<file path="src/design/yrg_pkg.sv">
// ----------------------------------------------------------------------------
// yrg_pkg
// Shared widths, register indexes, reset values and structs for the
// YUV to RGB pixel group converter.
// ----------------------------------------------------------------------------
package yrg_pkg;

    // field widths
    localparam int LUMA_W     = 8;
    localparam int CHROMA_W   = 8;
    localparam int RGB_W      = 8;
    localparam int NUM_LUMA   = 4;
    localparam int IDX_W      = 2;
    localparam int GAIN_W     = 23;
    localparam int COEF_W     = 24;
    localparam int PPC_W      = 3;
    localparam int CENT_W     = 9;
    localparam int PROD_W     = 32;
    localparam int TERM_W     = 34;
    localparam int YY_W       = 31;
    localparam int SUM_W      = 36;
    localparam int CFG_IDX_W  = 3;
    localparam int CFG_DATA_W = 24;

    // queue between front and back
    localparam int QDEPTH = 2;
    localparam int QPTR_W = 1;
    localparam int QCNT_W = 2;

    // pixel constants
    localparam logic [LUMA_W-1:0]   LUMA_OFFSET = 8'd16;
    localparam logic [CENT_W-1:0]   CHROMA_MID  = 9'd128;
    localparam logic [RGB_W-1:0]    RGB_MAX     = 8'd255;

    // register reset values
    localparam logic                     RST_OFFSET_MODE = 1'b0;
    localparam logic [GAIN_W-1:0]        RST_GAIN        = 23'd1220542;
    localparam logic signed [COEF_W-1:0] RST_V_TO_RED    = 24'sd1673527;
    localparam logic signed [COEF_W-1:0] RST_V_TO_GREEN  = -24'sd852492;
    localparam logic signed [COEF_W-1:0] RST_U_TO_GREEN  = -24'sd409993;
    localparam logic signed [COEF_W-1:0] RST_U_TO_BLUE   = 24'sd2116026;
    localparam logic                     RST_SWAP        = 1'b0;
    localparam logic [PPC_W-1:0]         RST_PPC         = 3'd4;

    // register indexes
    typedef enum logic [CFG_IDX_W-1:0] {
        REG_LUMA_OFFSET_MODE  = 3'd0,
        REG_LUMA_GAIN         = 3'd1,
        REG_V_TO_RED          = 3'd2,
        REG_V_TO_GREEN        = 3'd3,
        REG_U_TO_GREEN        = 3'd4,
        REG_U_TO_BLUE         = 3'd5,
        REG_SWAP_CHROMA       = 3'd6,
        REG_PIXELS_PER_CHROMA = 3'd7
    } cfg_reg_t;

    // configuration bundle
    typedef struct packed {
        logic                     offset_mode;
        logic [GAIN_W-1:0]        gain;
        logic signed [COEF_W-1:0] v_to_red;
        logic signed [COEF_W-1:0] v_to_green;
        logic signed [COEF_W-1:0] u_to_green;
        logic signed [COEF_W-1:0] u_to_blue;
        logic                     swap;
        logic [PPC_W-1:0]         ppc;
    } cfg_t;

    // one classified group: chroma terms, luma samples, index of the last pixel
    typedef struct packed {
        logic signed [TERM_W-1:0]          r_term;
        logic signed [TERM_W-1:0]          g_term;
        logic signed [TERM_W-1:0]          b_term;
        logic [NUM_LUMA-1:0][LUMA_W-1:0]   luma;
        logic [IDX_W-1:0]                  last_idx;
    } grp_t;

    // queue head towards the back end
    typedef struct packed {
        logic valid;
        grp_t data;
    } q_head_t;

endpackage

</file>
<file path="src/design/yrg_front.sv">
// ----------------------------------------------------------------------------
// yrg_front
// Accepts a word, centres the chroma, forms the chroma products and pushes
// the rounded chroma terms with the luma samples into the queue.
// ----------------------------------------------------------------------------
module yrg_front
    import yrg_pkg::*;
#(
    parameter int COEF_BITS = 20,
    parameter int MAX_GROUP = 4
) (
    input  logic                 aclk,
    input  logic                 aresetn,
    input  cfg_t                 cfg,
    input  logic                 s_valid,
    output logic                 s_ready,
    input  logic [CHROMA_W-1:0]  s_chroma_first,
    input  logic [CHROMA_W-1:0]  s_chroma_second,
    input  logic [LUMA_W-1:0]    s_luma0,
    input  logic [LUMA_W-1:0]    s_luma1,
    input  logic [LUMA_W-1:0]    s_luma2,
    input  logic [LUMA_W-1:0]    s_luma3,
    input  logic                 q_full,
    output logic                 push,
    output grp_t                 push_data
);

    localparam logic signed [TERM_W-1:0] HALF = TERM_W'(1) << (COEF_BITS - 1);
    localparam logic [PPC_W-1:0]         MAX_N = PPC_W'(MAX_GROUP);

    logic signed [CENT_W-1:0] cent_a, cent_b, cent_u, cent_v;
    logic [IDX_W-1:0]         last_idx;
    logic                     load;

    logic                            f_valid_reg, f_valid_next;
    logic signed [PROD_W-1:0]        f_vr_reg, f_vg_reg, f_ug_reg, f_ub_reg;
    logic [NUM_LUMA-1:0][LUMA_W-1:0] f_luma_reg;
    logic [IDX_W-1:0]                f_last_reg;

    // centred chroma, swapped on request
    assign cent_a = {1'b0, s_chroma_first} - CHROMA_MID;
    assign cent_b = {1'b0, s_chroma_second} - CHROMA_MID;
    assign cent_u = cfg.swap ? cent_b : cent_a;
    assign cent_v = cfg.swap ? cent_a : cent_b;

    // group size clamp, held as index of the last pixel
    always_comb begin
        if (cfg.ppc == '0) begin
            last_idx = '0;
        end else if (cfg.ppc > MAX_N) begin
            last_idx = IDX_W'(MAX_N - 3'd1);
        end else begin
            last_idx = IDX_W'(cfg.ppc - 3'd1);
        end
    end

    // single stage: takes a word when the stage is empty or empties into the queue
    assign s_ready = !f_valid_reg || !q_full;
    assign load    = s_valid && s_ready;

    always_comb begin
        f_valid_next = f_valid_reg;
        if (s_ready) begin
            f_valid_next = s_valid;
        end
    end

    always_ff @(posedge aclk) begin
        if (!aresetn) begin
            f_valid_reg <= 1'b0;
        end else begin
            f_valid_reg <= f_valid_next;
        end
    end

    // chroma products
    always_ff @(posedge aclk) begin
        if (load) begin
            f_vr_reg   <= PROD_W'($signed(cfg.v_to_red))   * PROD_W'(cent_v);
            f_vg_reg   <= PROD_W'($signed(cfg.v_to_green)) * PROD_W'(cent_v);
            f_ug_reg   <= PROD_W'($signed(cfg.u_to_green)) * PROD_W'(cent_u);
            f_ub_reg   <= PROD_W'($signed(cfg.u_to_blue))  * PROD_W'(cent_u);
            f_luma_reg <= {s_luma3, s_luma2, s_luma1, s_luma0};
            f_last_reg <= last_idx;
        end
    end

    // rounded chroma terms into the queue
    assign push = f_valid_reg && !q_full;

    always_comb begin
        push_data.r_term   = HALF + TERM_W'(f_vr_reg);
        push_data.g_term   = HALF + TERM_W'(f_vg_reg) + TERM_W'(f_ug_reg);
        push_data.b_term   = HALF + TERM_W'(f_ub_reg);
        push_data.luma     = f_luma_reg;
        push_data.last_idx = f_last_reg;
    end

endmodule

</file>
<file path="src/design/yrg_queue.sv">
// ----------------------------------------------------------------------------
// yrg_queue
// Two-entry queue of classified groups between the front and back ends.
// ----------------------------------------------------------------------------
module yrg_queue
    import yrg_pkg::*;
(
    input  logic    aclk,
    input  logic    aresetn,
    input  logic    push,
    input  grp_t    push_data,
    output logic    full,
    input  logic    pop,
    output q_head_t head
);

    grp_t              entry_reg [QDEPTH];
    logic [QPTR_W-1:0] wr_ptr_reg, wr_ptr_next;
    logic [QPTR_W-1:0] rd_ptr_reg, rd_ptr_next;
    logic [QCNT_W-1:0] count_reg, count_next;

    assign full       = (count_reg == QCNT_W'(QDEPTH));
    assign head.valid = (count_reg != '0);
    assign head.data  = entry_reg[rd_ptr_reg];

    // pointers and fill count
    always_comb begin
        wr_ptr_next = wr_ptr_reg;
        rd_ptr_next = rd_ptr_reg;
        count_next  = count_reg;
        if (push) begin
            wr_ptr_next = wr_ptr_reg + 1'b1;
        end
        if (pop) begin
            rd_ptr_next = rd_ptr_reg + 1'b1;
        end
        if (push && !pop) begin
            count_next = count_reg + 1'b1;
        end else if (pop && !push) begin
            count_next = count_reg - 1'b1;
        end
    end

    always_ff @(posedge aclk) begin
        if (!aresetn) begin
            wr_ptr_reg <= '0;
            rd_ptr_reg <= '0;
            count_reg  <= '0;
        end else begin
            wr_ptr_reg <= wr_ptr_next;
            rd_ptr_reg <= rd_ptr_next;
            count_reg  <= count_next;
        end
    end

    // entry storage
    always_ff @(posedge aclk) begin
        if (push) begin
            entry_reg[wr_ptr_reg] <= push_data;
        end
    end

endmodule

</file>
<file path="src/design/yrg_back.sv">
// ----------------------------------------------------------------------------
// yrg_back
// Walks the queue head's luma one per cycle unless stalled: luma gain product,
// then add to each chroma term, shift and saturate into the output register.
// ----------------------------------------------------------------------------
module yrg_back
    import yrg_pkg::*;
#(
    parameter int COEF_BITS = 20
) (
    input  logic              aclk,
    input  logic              aresetn,
    input  logic              offset_mode,
    input  logic [GAIN_W-1:0] gain,
    input  q_head_t           head,
    output logic              pop,
    output logic              m_valid,
    input  logic              m_ready,
    output logic [RGB_W-1:0]  m_red,
    output logic [RGB_W-1:0]  m_green,
    output logic [RGB_W-1:0]  m_blue,
    output logic              m_last_of_group
);

    // floor shift and clamp to 0..255
    function automatic logic [RGB_W-1:0] sat8(input logic signed [SUM_W-1:0] s);
        logic [SUM_W-1:0] q;
        q = SUM_W'($unsigned(s)) >> COEF_BITS;
        if (s[SUM_W-1]) begin
            return '0;
        end else if (|q[SUM_W-1:RGB_W]) begin
            return RGB_MAX;
        end else begin
            return q[RGB_W-1:0];
        end
    endfunction

    logic [IDX_W-1:0]  k_reg, k_next;
    logic [LUMA_W-1:0] y_raw, y_adj;
    logic              last_pix;
    logic              b_en, a_ld, issue;

    logic                     a_valid_reg, a_valid_next;
    logic [YY_W-1:0]          a_yy_reg;
    logic signed [TERM_W-1:0] a_r_reg, a_g_reg, a_b_reg;
    logic                     a_last_reg;

    logic signed [SUM_W-1:0]  yy_s, sum_r, sum_g, sum_b;
    logic                     m_valid_reg, m_valid_next;
    logic [RGB_W-1:0]         m_red_reg, m_green_reg, m_blue_reg;
    logic                     m_last_reg;

    // stage enables, stalling from the output back
    assign b_en  = !m_valid_reg || m_ready;
    assign a_ld  = !a_valid_reg || b_en;
    assign issue = head.valid && a_ld;

    // luma sequencer over the group
    assign last_pix = (k_reg == head.data.last_idx);
    assign pop      = issue && last_pix;

    always_comb begin
        k_next = k_reg;
        if (issue) begin
            k_next = last_pix ? '0 : k_reg + 1'b1;
        end
    end

    always_ff @(posedge aclk) begin
        if (!aresetn) begin
            k_reg <= '0;
        end else begin
            k_reg <= k_next;
        end
    end

    // luma offset with floor at zero, skipped when offset_mode is set
    assign y_raw = head.data.luma[k_reg];
    always_comb begin
        if (offset_mode) begin
            y_adj = y_raw;
        end else if (y_raw > LUMA_OFFSET) begin
            y_adj = y_raw - LUMA_OFFSET;
        end else begin
            y_adj = '0;
        end
    end

    // stage a: luma gain product
    always_comb begin
        a_valid_next = a_valid_reg;
        if (a_ld) begin
            a_valid_next = issue;
        end
    end

    always_ff @(posedge aclk) begin
        if (!aresetn) begin
            a_valid_reg <= 1'b0;
        end else begin
            a_valid_reg <= a_valid_next;
        end
    end

    always_ff @(posedge aclk) begin
        if (issue) begin
            a_yy_reg   <= YY_W'(y_adj) * YY_W'(gain);
            a_r_reg    <= head.data.r_term;
            a_g_reg    <= head.data.g_term;
            a_b_reg    <= head.data.b_term;
            a_last_reg <= last_pix;
        end
    end

    // stage b: sums and saturation into the output register
    assign yy_s  = SUM_W'($signed({1'b0, a_yy_reg}));
    assign sum_r = yy_s + SUM_W'(a_r_reg);
    assign sum_g = yy_s + SUM_W'(a_g_reg);
    assign sum_b = yy_s + SUM_W'(a_b_reg);

    always_comb begin
        m_valid_next = m_valid_reg;
        if (b_en) begin
            m_valid_next = a_valid_reg;
        end
    end

    always_ff @(posedge aclk) begin
        if (!aresetn) begin
            m_valid_reg <= 1'b0;
        end else begin
            m_valid_reg <= m_valid_next;
        end
    end

    always_ff @(posedge aclk) begin
        if (b_en && a_valid_reg) begin
            m_red_reg   <= sat8(sum_r);
            m_green_reg <= sat8(sum_g);
            m_blue_reg  <= sat8(sum_b);
            m_last_reg  <= a_last_reg;
        end
    end

    assign m_valid         = m_valid_reg;
    assign m_red           = m_red_reg;
    assign m_green         = m_green_reg;
    assign m_blue          = m_blue_reg;
    assign m_last_of_group = m_last_reg;

endmodule

</file>
<file path="src/design/yuv_to_rgb_pixel_group_core.sv">
// ----------------------------------------------------------------------------
// yuv_to_rgb_pixel_group_core
// Fixed-point YUV to RGB conversion of one chroma pair and up to four luma
// samples sharing it, one RGB pixel out per luma.
//
//  channel  direction  handshake              payload
//  s_       in         s_valid / s_ready      chroma_first, chroma_second,
//                                             luma0..luma3
//  m_       out        m_valid / m_ready      red, green, blue, last_of_group
//  cfg_     in         cfg_valid / cfg_ready  cfg_index, cfg_data
//
// One pixel leaves per cycle while m_ready holds; a word occupies the back end
// for n pixels (n the clamped group size, 1 to MAX_GROUP), as the luma walk sets
// the rate. Words pass the front stage, queue, stage a and output register.
// Synchronous active-low reset empties the pipeline and queue and loads the
// register reset values. A stalled output holds the back end; the front end
// and two-entry queue keep accepting words until full.
// ----------------------------------------------------------------------------
module yuv_to_rgb_pixel_group_core
    import yrg_pkg::*;
#(
    parameter int COEF_BITS = 20,
    parameter int MAX_GROUP = 4
) (
    input  logic                  aclk,
    input  logic                  aresetn,
    input  logic                  cfg_valid,
    output logic                  cfg_ready,
    input  logic [CFG_IDX_W-1:0]  cfg_index,
    input  logic [CFG_DATA_W-1:0] cfg_data,
    input  logic                  s_valid,
    output logic                  s_ready,
    input  logic [CHROMA_W-1:0]   s_chroma_first,
    input  logic [CHROMA_W-1:0]   s_chroma_second,
    input  logic [LUMA_W-1:0]     s_luma0,
    input  logic [LUMA_W-1:0]     s_luma1,
    input  logic [LUMA_W-1:0]     s_luma2,
    input  logic [LUMA_W-1:0]     s_luma3,
    output logic                  m_valid,
    input  logic                  m_ready,
    output logic [RGB_W-1:0]      m_red,
    output logic [RGB_W-1:0]      m_green,
    output logic [RGB_W-1:0]      m_blue,
    output logic                  m_last_of_group
);

    cfg_t    cfg_reg, cfg_next;
    logic    push, pop, q_full;
    grp_t    push_data;
    q_head_t head;

    // configuration registers
    assign cfg_ready = 1'b1;

    always_comb begin
        cfg_next = cfg_reg;
        if (cfg_valid) begin
            unique case (cfg_reg_t'(cfg_index))
                REG_LUMA_OFFSET_MODE:  cfg_next.offset_mode = cfg_data[0];
                REG_LUMA_GAIN:         cfg_next.gain        = cfg_data[GAIN_W-1:0];
                REG_V_TO_RED:          cfg_next.v_to_red    = cfg_data[COEF_W-1:0];
                REG_V_TO_GREEN:        cfg_next.v_to_green  = cfg_data[COEF_W-1:0];
                REG_U_TO_GREEN:        cfg_next.u_to_green  = cfg_data[COEF_W-1:0];
                REG_U_TO_BLUE:         cfg_next.u_to_blue   = cfg_data[COEF_W-1:0];
                REG_SWAP_CHROMA:       cfg_next.swap        = cfg_data[0];
                REG_PIXELS_PER_CHROMA: cfg_next.ppc         = cfg_data[PPC_W-1:0];
                default:               cfg_next             = cfg_reg;
            endcase
        end
    end

    always_ff @(posedge aclk) begin
        if (!aresetn) begin
            cfg_reg.offset_mode <= RST_OFFSET_MODE;
            cfg_reg.gain        <= RST_GAIN;
            cfg_reg.v_to_red    <= RST_V_TO_RED;
            cfg_reg.v_to_green  <= RST_V_TO_GREEN;
            cfg_reg.u_to_green  <= RST_U_TO_GREEN;
            cfg_reg.u_to_blue   <= RST_U_TO_BLUE;
            cfg_reg.swap        <= RST_SWAP;
            cfg_reg.ppc         <= RST_PPC;
        end else begin
            cfg_reg <= cfg_next;
        end
    end

    // front end: accept and classify
    yrg_front #(
        .COEF_BITS (COEF_BITS),
        .MAX_GROUP (MAX_GROUP)
    ) u_front (
        .aclk            (aclk),
        .aresetn         (aresetn),
        .cfg             (cfg_reg),
        .s_valid         (s_valid),
        .s_ready         (s_ready),
        .s_chroma_first  (s_chroma_first),
        .s_chroma_second (s_chroma_second),
        .s_luma0         (s_luma0),
        .s_luma1         (s_luma1),
        .s_luma2         (s_luma2),
        .s_luma3         (s_luma3),
        .q_full          (q_full),
        .push            (push),
        .push_data       (push_data)
    );

    // group queue
    yrg_queue u_queue (
        .aclk      (aclk),
        .aresetn   (aresetn),
        .push      (push),
        .push_data (push_data),
        .full      (q_full),
        .pop       (pop),
        .head      (head)
    );

    // back end: per-pixel conversion
    yrg_back #(
        .COEF_BITS (COEF_BITS)
    ) u_back (
        .aclk            (aclk),
        .aresetn         (aresetn),
        .offset_mode     (cfg_reg.offset_mode),
        .gain            (cfg_reg.gain),
        .head            (head),
        .pop             (pop),
        .m_valid         (m_valid),
        .m_ready         (m_ready),
        .m_red           (m_red),
        .m_green         (m_green),
        .m_blue          (m_blue),
        .m_last_of_group (m_last_of_group)
    );

endmodule

</file>
<file path="config.mk">
export PLATFORM = sky130hd
export DESIGN_NAME = yuv_to_rgb_pixel_group_core
export DESIGN_NICKNAME = d
export VERILOG_FILES = /design/src/design/yrg_pkg.sv /design/src/design/yrg_front.sv /design/src/design/yrg_queue.sv /design/src/design/yrg_back.sv /design/src/design/yuv_to_rgb_pixel_group_core.sv
export SDC_FILE = /design/constraint.sdc
export NUM_CORES = 2
export LEC_CHECK = 0
export ABC_AREA = 1
export BUFFER_PORTS_ARGS = -buffer_cell sky130_fd_sc_hd__buf_2
export CORE_ASPECT_RATIO = 0.7
export CORE_MARGIN = 5
export CORE_UTILIZATION = 35
export DETAILED_ROUTE_END_ITERATION = 12
export HOLD_SLACK_MARGIN = 0.08
export PLACE_DENSITY = 0.59
export SKIP_LAST_GASP = 1
export SYNTH_ARGS = -nofsm -noshare
export SYNTH_HDL_FRONTEND = slang
export SYNTH_SLANG_ARGS = --single-unit
</file>
<file path="constraint.sdc">
create_clock -name aclk -period 7 [get_ports aclk]
set_input_delay 1.4 -clock aclk [delete_from_list [all_inputs] [get_ports aclk]]
set_output_delay 1.4 -clock aclk [all_outputs]
set_load 0.005 [all_outputs]
</file>
; Word level (Yosys, flattened, before mapping)
; Memory sizes are Yosys's and may differ from the RTL's. A register that Yosys moved wholly into a read port is not among the register bits.
; Cells that the tools add are included.
[word_totals]
ff_bits = 454
latchBits = 0
mem_bits_rw = 272
mem_bits_ro = 0
wordCells = 115
mem_count = 1
[memory_table]
columns = name, depth, width, read_ports, rd_ports_with_merged_regs, wr, line
row1 = u_queue.entry_reg, 2, 136, 1, 1, 1, yrg_queue.sv:17  ; grp_t entry_reg [QDEPTH];
[op_classes]
addsub = 16
mul = 5
div = 0
magnitude_cmp = 3
eq_ne = 9
n_shift = 0
muxes = 17
bitwise = 0
reduce_logical = 31
[op_table]
columns = operator, count
row1 = 24-bit by 9-bit multiplier with 32-bit output, 4
row2 = 32-bit by 34-bit adder with 35-bit output, 3
row3 = 21-bit by 32-bit adder with 33-bit output (first input constant), 3
row4 = 8-bit two-way mux, 6
row5 = 33-bit by 32-bit adder with 34-bit output, 1
row6 = 8-bit by 23-bit multiplier with 31-bit output, 1
row7 = 8-bit OR reduction, 3
row8 = 9-bit two-way mux, 2
row9 = 8-bit by 8-bit subtractor with 9-bit output (second input constant), 2
row10 = 8-bit binary-select mux with 2-bit select, 1
row11 = 2-bit AND reduction, 8
row12 = 3-bit == test (second input constant), 4
row13 = 8-bit by 5-bit > comparator with 1-bit output (second input constant), 1
row14 = 2-bit two-way mux, 4
row15 = 8-bit by 5-bit subtractor with 8-bit output (second input constant), 1
row16 = 1-bit logical AND, 7
row17 = 3-bit by 2-bit == test with 1-bit output (second input constant), 2
row18 = 1-bit zero test, 6
row19 = 3-bit zero test, 2
row20 = 2-bit by 1-bit adder with 2-bit output (second input constant), 2
row21 = 1-bit two-way mux, 4
row22 = 2-bit nonzero test, 2
row23 = 2-bit by 1-bit subtractor with 2-bit output (second input constant), 2
row24 = 3-bit by 1-bit == test with 1-bit output (second input constant), 1
row25 = 6 further kinds, 9

; Depth between registers and ports, before layout
[depth]
word_depth = 8
mapped_depth = 35

; By module
; A second synthesis with hierarchy kept.
[unflattened]
hier_cells = 8151
hier_area_um2 = 70048.4
[modules_own_cells]
columns = mod, n_inst, cells_each, area_each_um2, seq_area_each_um2
row1 = yrg_front, 1, 4651, 37662.4, 4884.7
row2 = yrg_back, 1, 2407, 17561.8, 4854.7
row3 = yrg_queue, 1, 458, 10189.8, 8267.9
row4 = yuv_to_rgb_pixel_group_core, 1, 635, 4634.4, 2482.4

; Worst setup path before layout
; Ideal clock, no wire load.
[synth_timing]
path_kind = reg2reg
from = reg u_queue.count_reg[1]
to = mem u_queue.entry_reg[1][0] in the netlist's numbering (enable)
arrival_time_ns = 6.096
t_required_ns = 6.369
path_slack_ns = 0.273
path_stages_with_launch = 4
n_path_buf = 0
cell_sequence = dfxtp_1 -> inv_1 -> o21ai_0 -> nor2_1
[synth_via]
elab_chain_cells = 5
[synth_lines]
columns = element, line
row1 = start: declaration, yrg_queue.sv:20  ; logic [QCNT_W-1:0] count_reg, count_next;
row2 = start signal: assignment, yrg_queue.sv:52  ; count_reg <= count_next;
row3 = 2-bit == test, yrg_queue.sv:22  ; assign full = (count_reg == QCNT_W'(QDEPTH));
row4 = 1-bit zero test, yrg_front.sv:89  ; assign push = f_valid_reg && !q_full;
row5 = 1-bit logical AND, yrg_front.sv:89
row6 = 1-bit two-way mux, yrg_queue.sv:58  ; if (push) begin
row7 = 1-bit two-way mux (implied by the code), yrg_queue.sv:59  ; entry_reg[wr_ptr_reg] <= push_data;
row8 = end: declaration, yrg_queue.sv:17
; No other way between the ends.

==> impl_metrics.ini <==
[final_layout]
regArea_mm2 = 0.0203
n_fill_cell = 18800
multiInputGateArea_mm2 = 0.0400
fin_area_mm2 = 0.0733
area_delta_synth_final_pct = 11.1
largest_reg_flops = 268
fin_nets = 9007
drive_above_1_share_pct = 5.56

[timing]
finClkSkew_ns = 0.0421
worstMarginPinSlew_ns = 1.20
setup_violations = 0
rsz0062_at_grt = true
maxSlewHeadroom_pct = 19.5
final-max-slew-violation-count = 0
hold_viol = 0
finalCriticalPeriod_ns = 6.64
max_freq_ghz = 0.151
period_share_pct = 94.8
worst_hold_slack_ns = 0.423

[global_routing]
grt_max_degree = 127
grt_pass1_wl_mm = 302
grt_pass1_vias = 49300
antenna_found_initial = 14
grt-ovfl-total = 0
grt_usage_pct = 19.8

[worst_hold_path]
hold_path.class = flip-flop to flip-flop
hold_depth = 0
min_from = u_back.a_last_reg$_DFFE_PP_
holdPathEnd = u_back.m_last_of_group$_DFFE_PP_

[clock_tree]
clockBufferDepth = 3
clock-sinks = 721
cts-buffers-inserted = 79
clock_latency_ns = 0.72
path_clk_slew_ns = 0.06
cts_tree = yes
post_cts_buffers = 0
cts_root_buf = clkbuf_16
cts.htree.levels = 3

[floorplan]
core_mm2 = 0.188
initial_core_util_pct = 35.2
die_w_um = 529
die_h_um = 373
row_count = 133
pin_count = 108
die-area_mm2 = 0.197

[run_status]
status = completed

[synthesis]
syn-num-nets = 8819
synth_cells = 7453
seq_area_frac_synth_pct = 30.8
synth_edf_count = 587
ys_ff_latch = 721
synth_cell_types = 42
ys.warnings.count = 0
netlist_area_mm2 = 0.0660
synth_ff_type = edfxtp_1
syn_area_per_cell_um2 = 8.85
async_flop_share_pct = 0

[place]
placed_cell_area_mm2 = 0.0706
place.gp.congestion = 0.913
place_hpwl_mm = 158
io_buffers = 106

[drt]
wl_per_cell_um = 19.1
viasPerCell = 4.89
drt_wl_total_mm = 195
first_pass_iters = 6
antenna_left = 0
route.detailed.drc = 0
vias = 50000
drtIter0Drc = 4323

[critical_path]
timing.critical_path.mode_cell = nand2_1
path_buf_inv = 6
path_delay_family = adder cells
cp.arrival_ns = 7.11
crit_slowest_cell = fa_1
worst_ep_required_time_ns = 7.47
critPathMaxStageDelay_ns = 0.58
ff2ff_setup_slack_ns = 0.36
crit_path_end_kind = flip-flop
start_kind = flip-flop
r2r_end = u_back.a_yy_reg[27]$_DFFE_PP_
worstSetupPathType = flip-flop to flip-flop
reg2regPathDepth = 29
critical_path_peak_fanout = 19

[run]
drv_cap = 0
[what timing repair did]
action	4_1_cts	5_1_grt
setup endpoints to repair	0	15
gates resized for setup	0	7
hold endpoints to repair	0	0
hold buffers	0	0
[worst max path at each step]
stage / from / end / slack [ns] / cells after the start
floorplan: u_queue.count_reg[1]$_SDFFE_PN0P_ / u_queue.entry_reg[1][0]$_DFFE_PP_ / 0.27 / 3
global placement: s_chroma_second[2] / u_front.f_ub_reg[23]$_DFFE_PP_ / -0.007 / 24
detailed placement: s_chroma_first[2] / u_front.f_ub_reg[21]$_DFFE_PP_ / 0.01 / 24
CTS: flip-flop / u_back.a_yy_reg[27]$_DFFE_PP_ / 0.17 / 29
global route: flip-flop / u_back.a_yy_reg[27]$_DFFE_PP_ / -0.06 / 29
finish: flip-flop / u_back.a_yy_reg[27]$_DFFE_PP_ / 0.36 / 29
[layer usage]
| layer | global-route usage [%] | routed length [um] | vias up | share of wire [%] |
|---|---|---|---|---|
| li1 | - | - | 23700 | - |
| met2 | 26.5 | 74900 | 1774 | 38 |
| met5 | 0 | 266 | - | 0.14 |
| met4 | 5.12 | 5380 | 6 | 2.8 |
| met3 | 5.50 | 18800 | 213 | 9.7 |
| met1 | 30.9 | 95400 | 24300 | 49 |
[cell type report]
class                           instances  share of cell area (%)
Multi-Input combinational cell       5202                    54.6
Sequential cell                       721                    27.7
Inverter                             1365                    7.01
Tap cell                             2497                    4.26
Clock buffer                           91                    2.79
Timing Repair Buffer                  272                    2.75
Clock inverter                         53                   0.830
Antenna cell                            7                  0.0239
[cells by family after synthesis]
family	Yosys count	synth area share [%]
muxes	1	0.0152
other	1	0.00568
buffers and inverters	1530	8.75
xor gates and xnor gates	231	3.07
DFF	721	30.8
adders and majority gates	1286	33.7
and+or+nand+nor	2947	17.4
AOI/OAI and AO/OA	736	6.28
[cells in the mapped netlist, types with 13 or more instances]
cell | number | area [um2]
a21oi_1 | 329 | 1650
o21ai_0 | 208 | 1040
inv_1 | 1333 | 5000
a31oi_1 | 14 | 87.6
a21o_1 | 21 | 158
xor2_1 | 139 | 1220
dfxtp_1 | 134 | 2680
nand2_1 | 1849 | 6940
nand3_1 | 149 | 746
clkinv_1 | 28 | 105
ha_1 | 471 | 5890
o22ai_1 | 13 | 81.3
o21bai_1 | 30 | 225
clkbuf_1 | 137 | 514
nand4_1 | 37 | 231
o211ai_1 | 77 | 578
fa_1 | 815 | 16300
edfxtp_1 | 587 | 17600
xnor2_1 | 92 | 806
nor4_1 | 15 | 93.8
nor2_1 | 827 | 3100
buf_2 | 13 | 65.1
nor3_1 | 47 | 235
[layout by cell type (no fill, tap or decap), types with 92 or more instances in the layout]
cell / instances
nand2_1: 1849
buf_2: 105
buf_4: 148
xor2_1: 137
ha_1: 471
xnor2_1: 92
nor2_1: 822
edfxtp_1: 587
dfxtp_1: 132
fa_1: 815
a21oi_1: 327
o21ai_0: 205
nand3_1: 149
inv_1: 1331
[per-stage QoR]
step | setup WS [ns] | instances | utilization, % | TNS [ns]
floorplan | 0.273 | 7453 | - | 0
global placement | -0.00714 | 10100 | 37.6 | -0.00714
detailed placement | 0.0118 | 10100 | 37.6 | 0
CTS | 0.171 | 10200 | 39.0 | 0
global route | -0.0572 | 10200 | 39.1 | -0.0572
finish | 0.362 | 10200 | 39.1 | 0
Power is left out: the tool's default activity adds up to more than one toggle a clock period on the data nets, which glitch-free logic cannot reach.
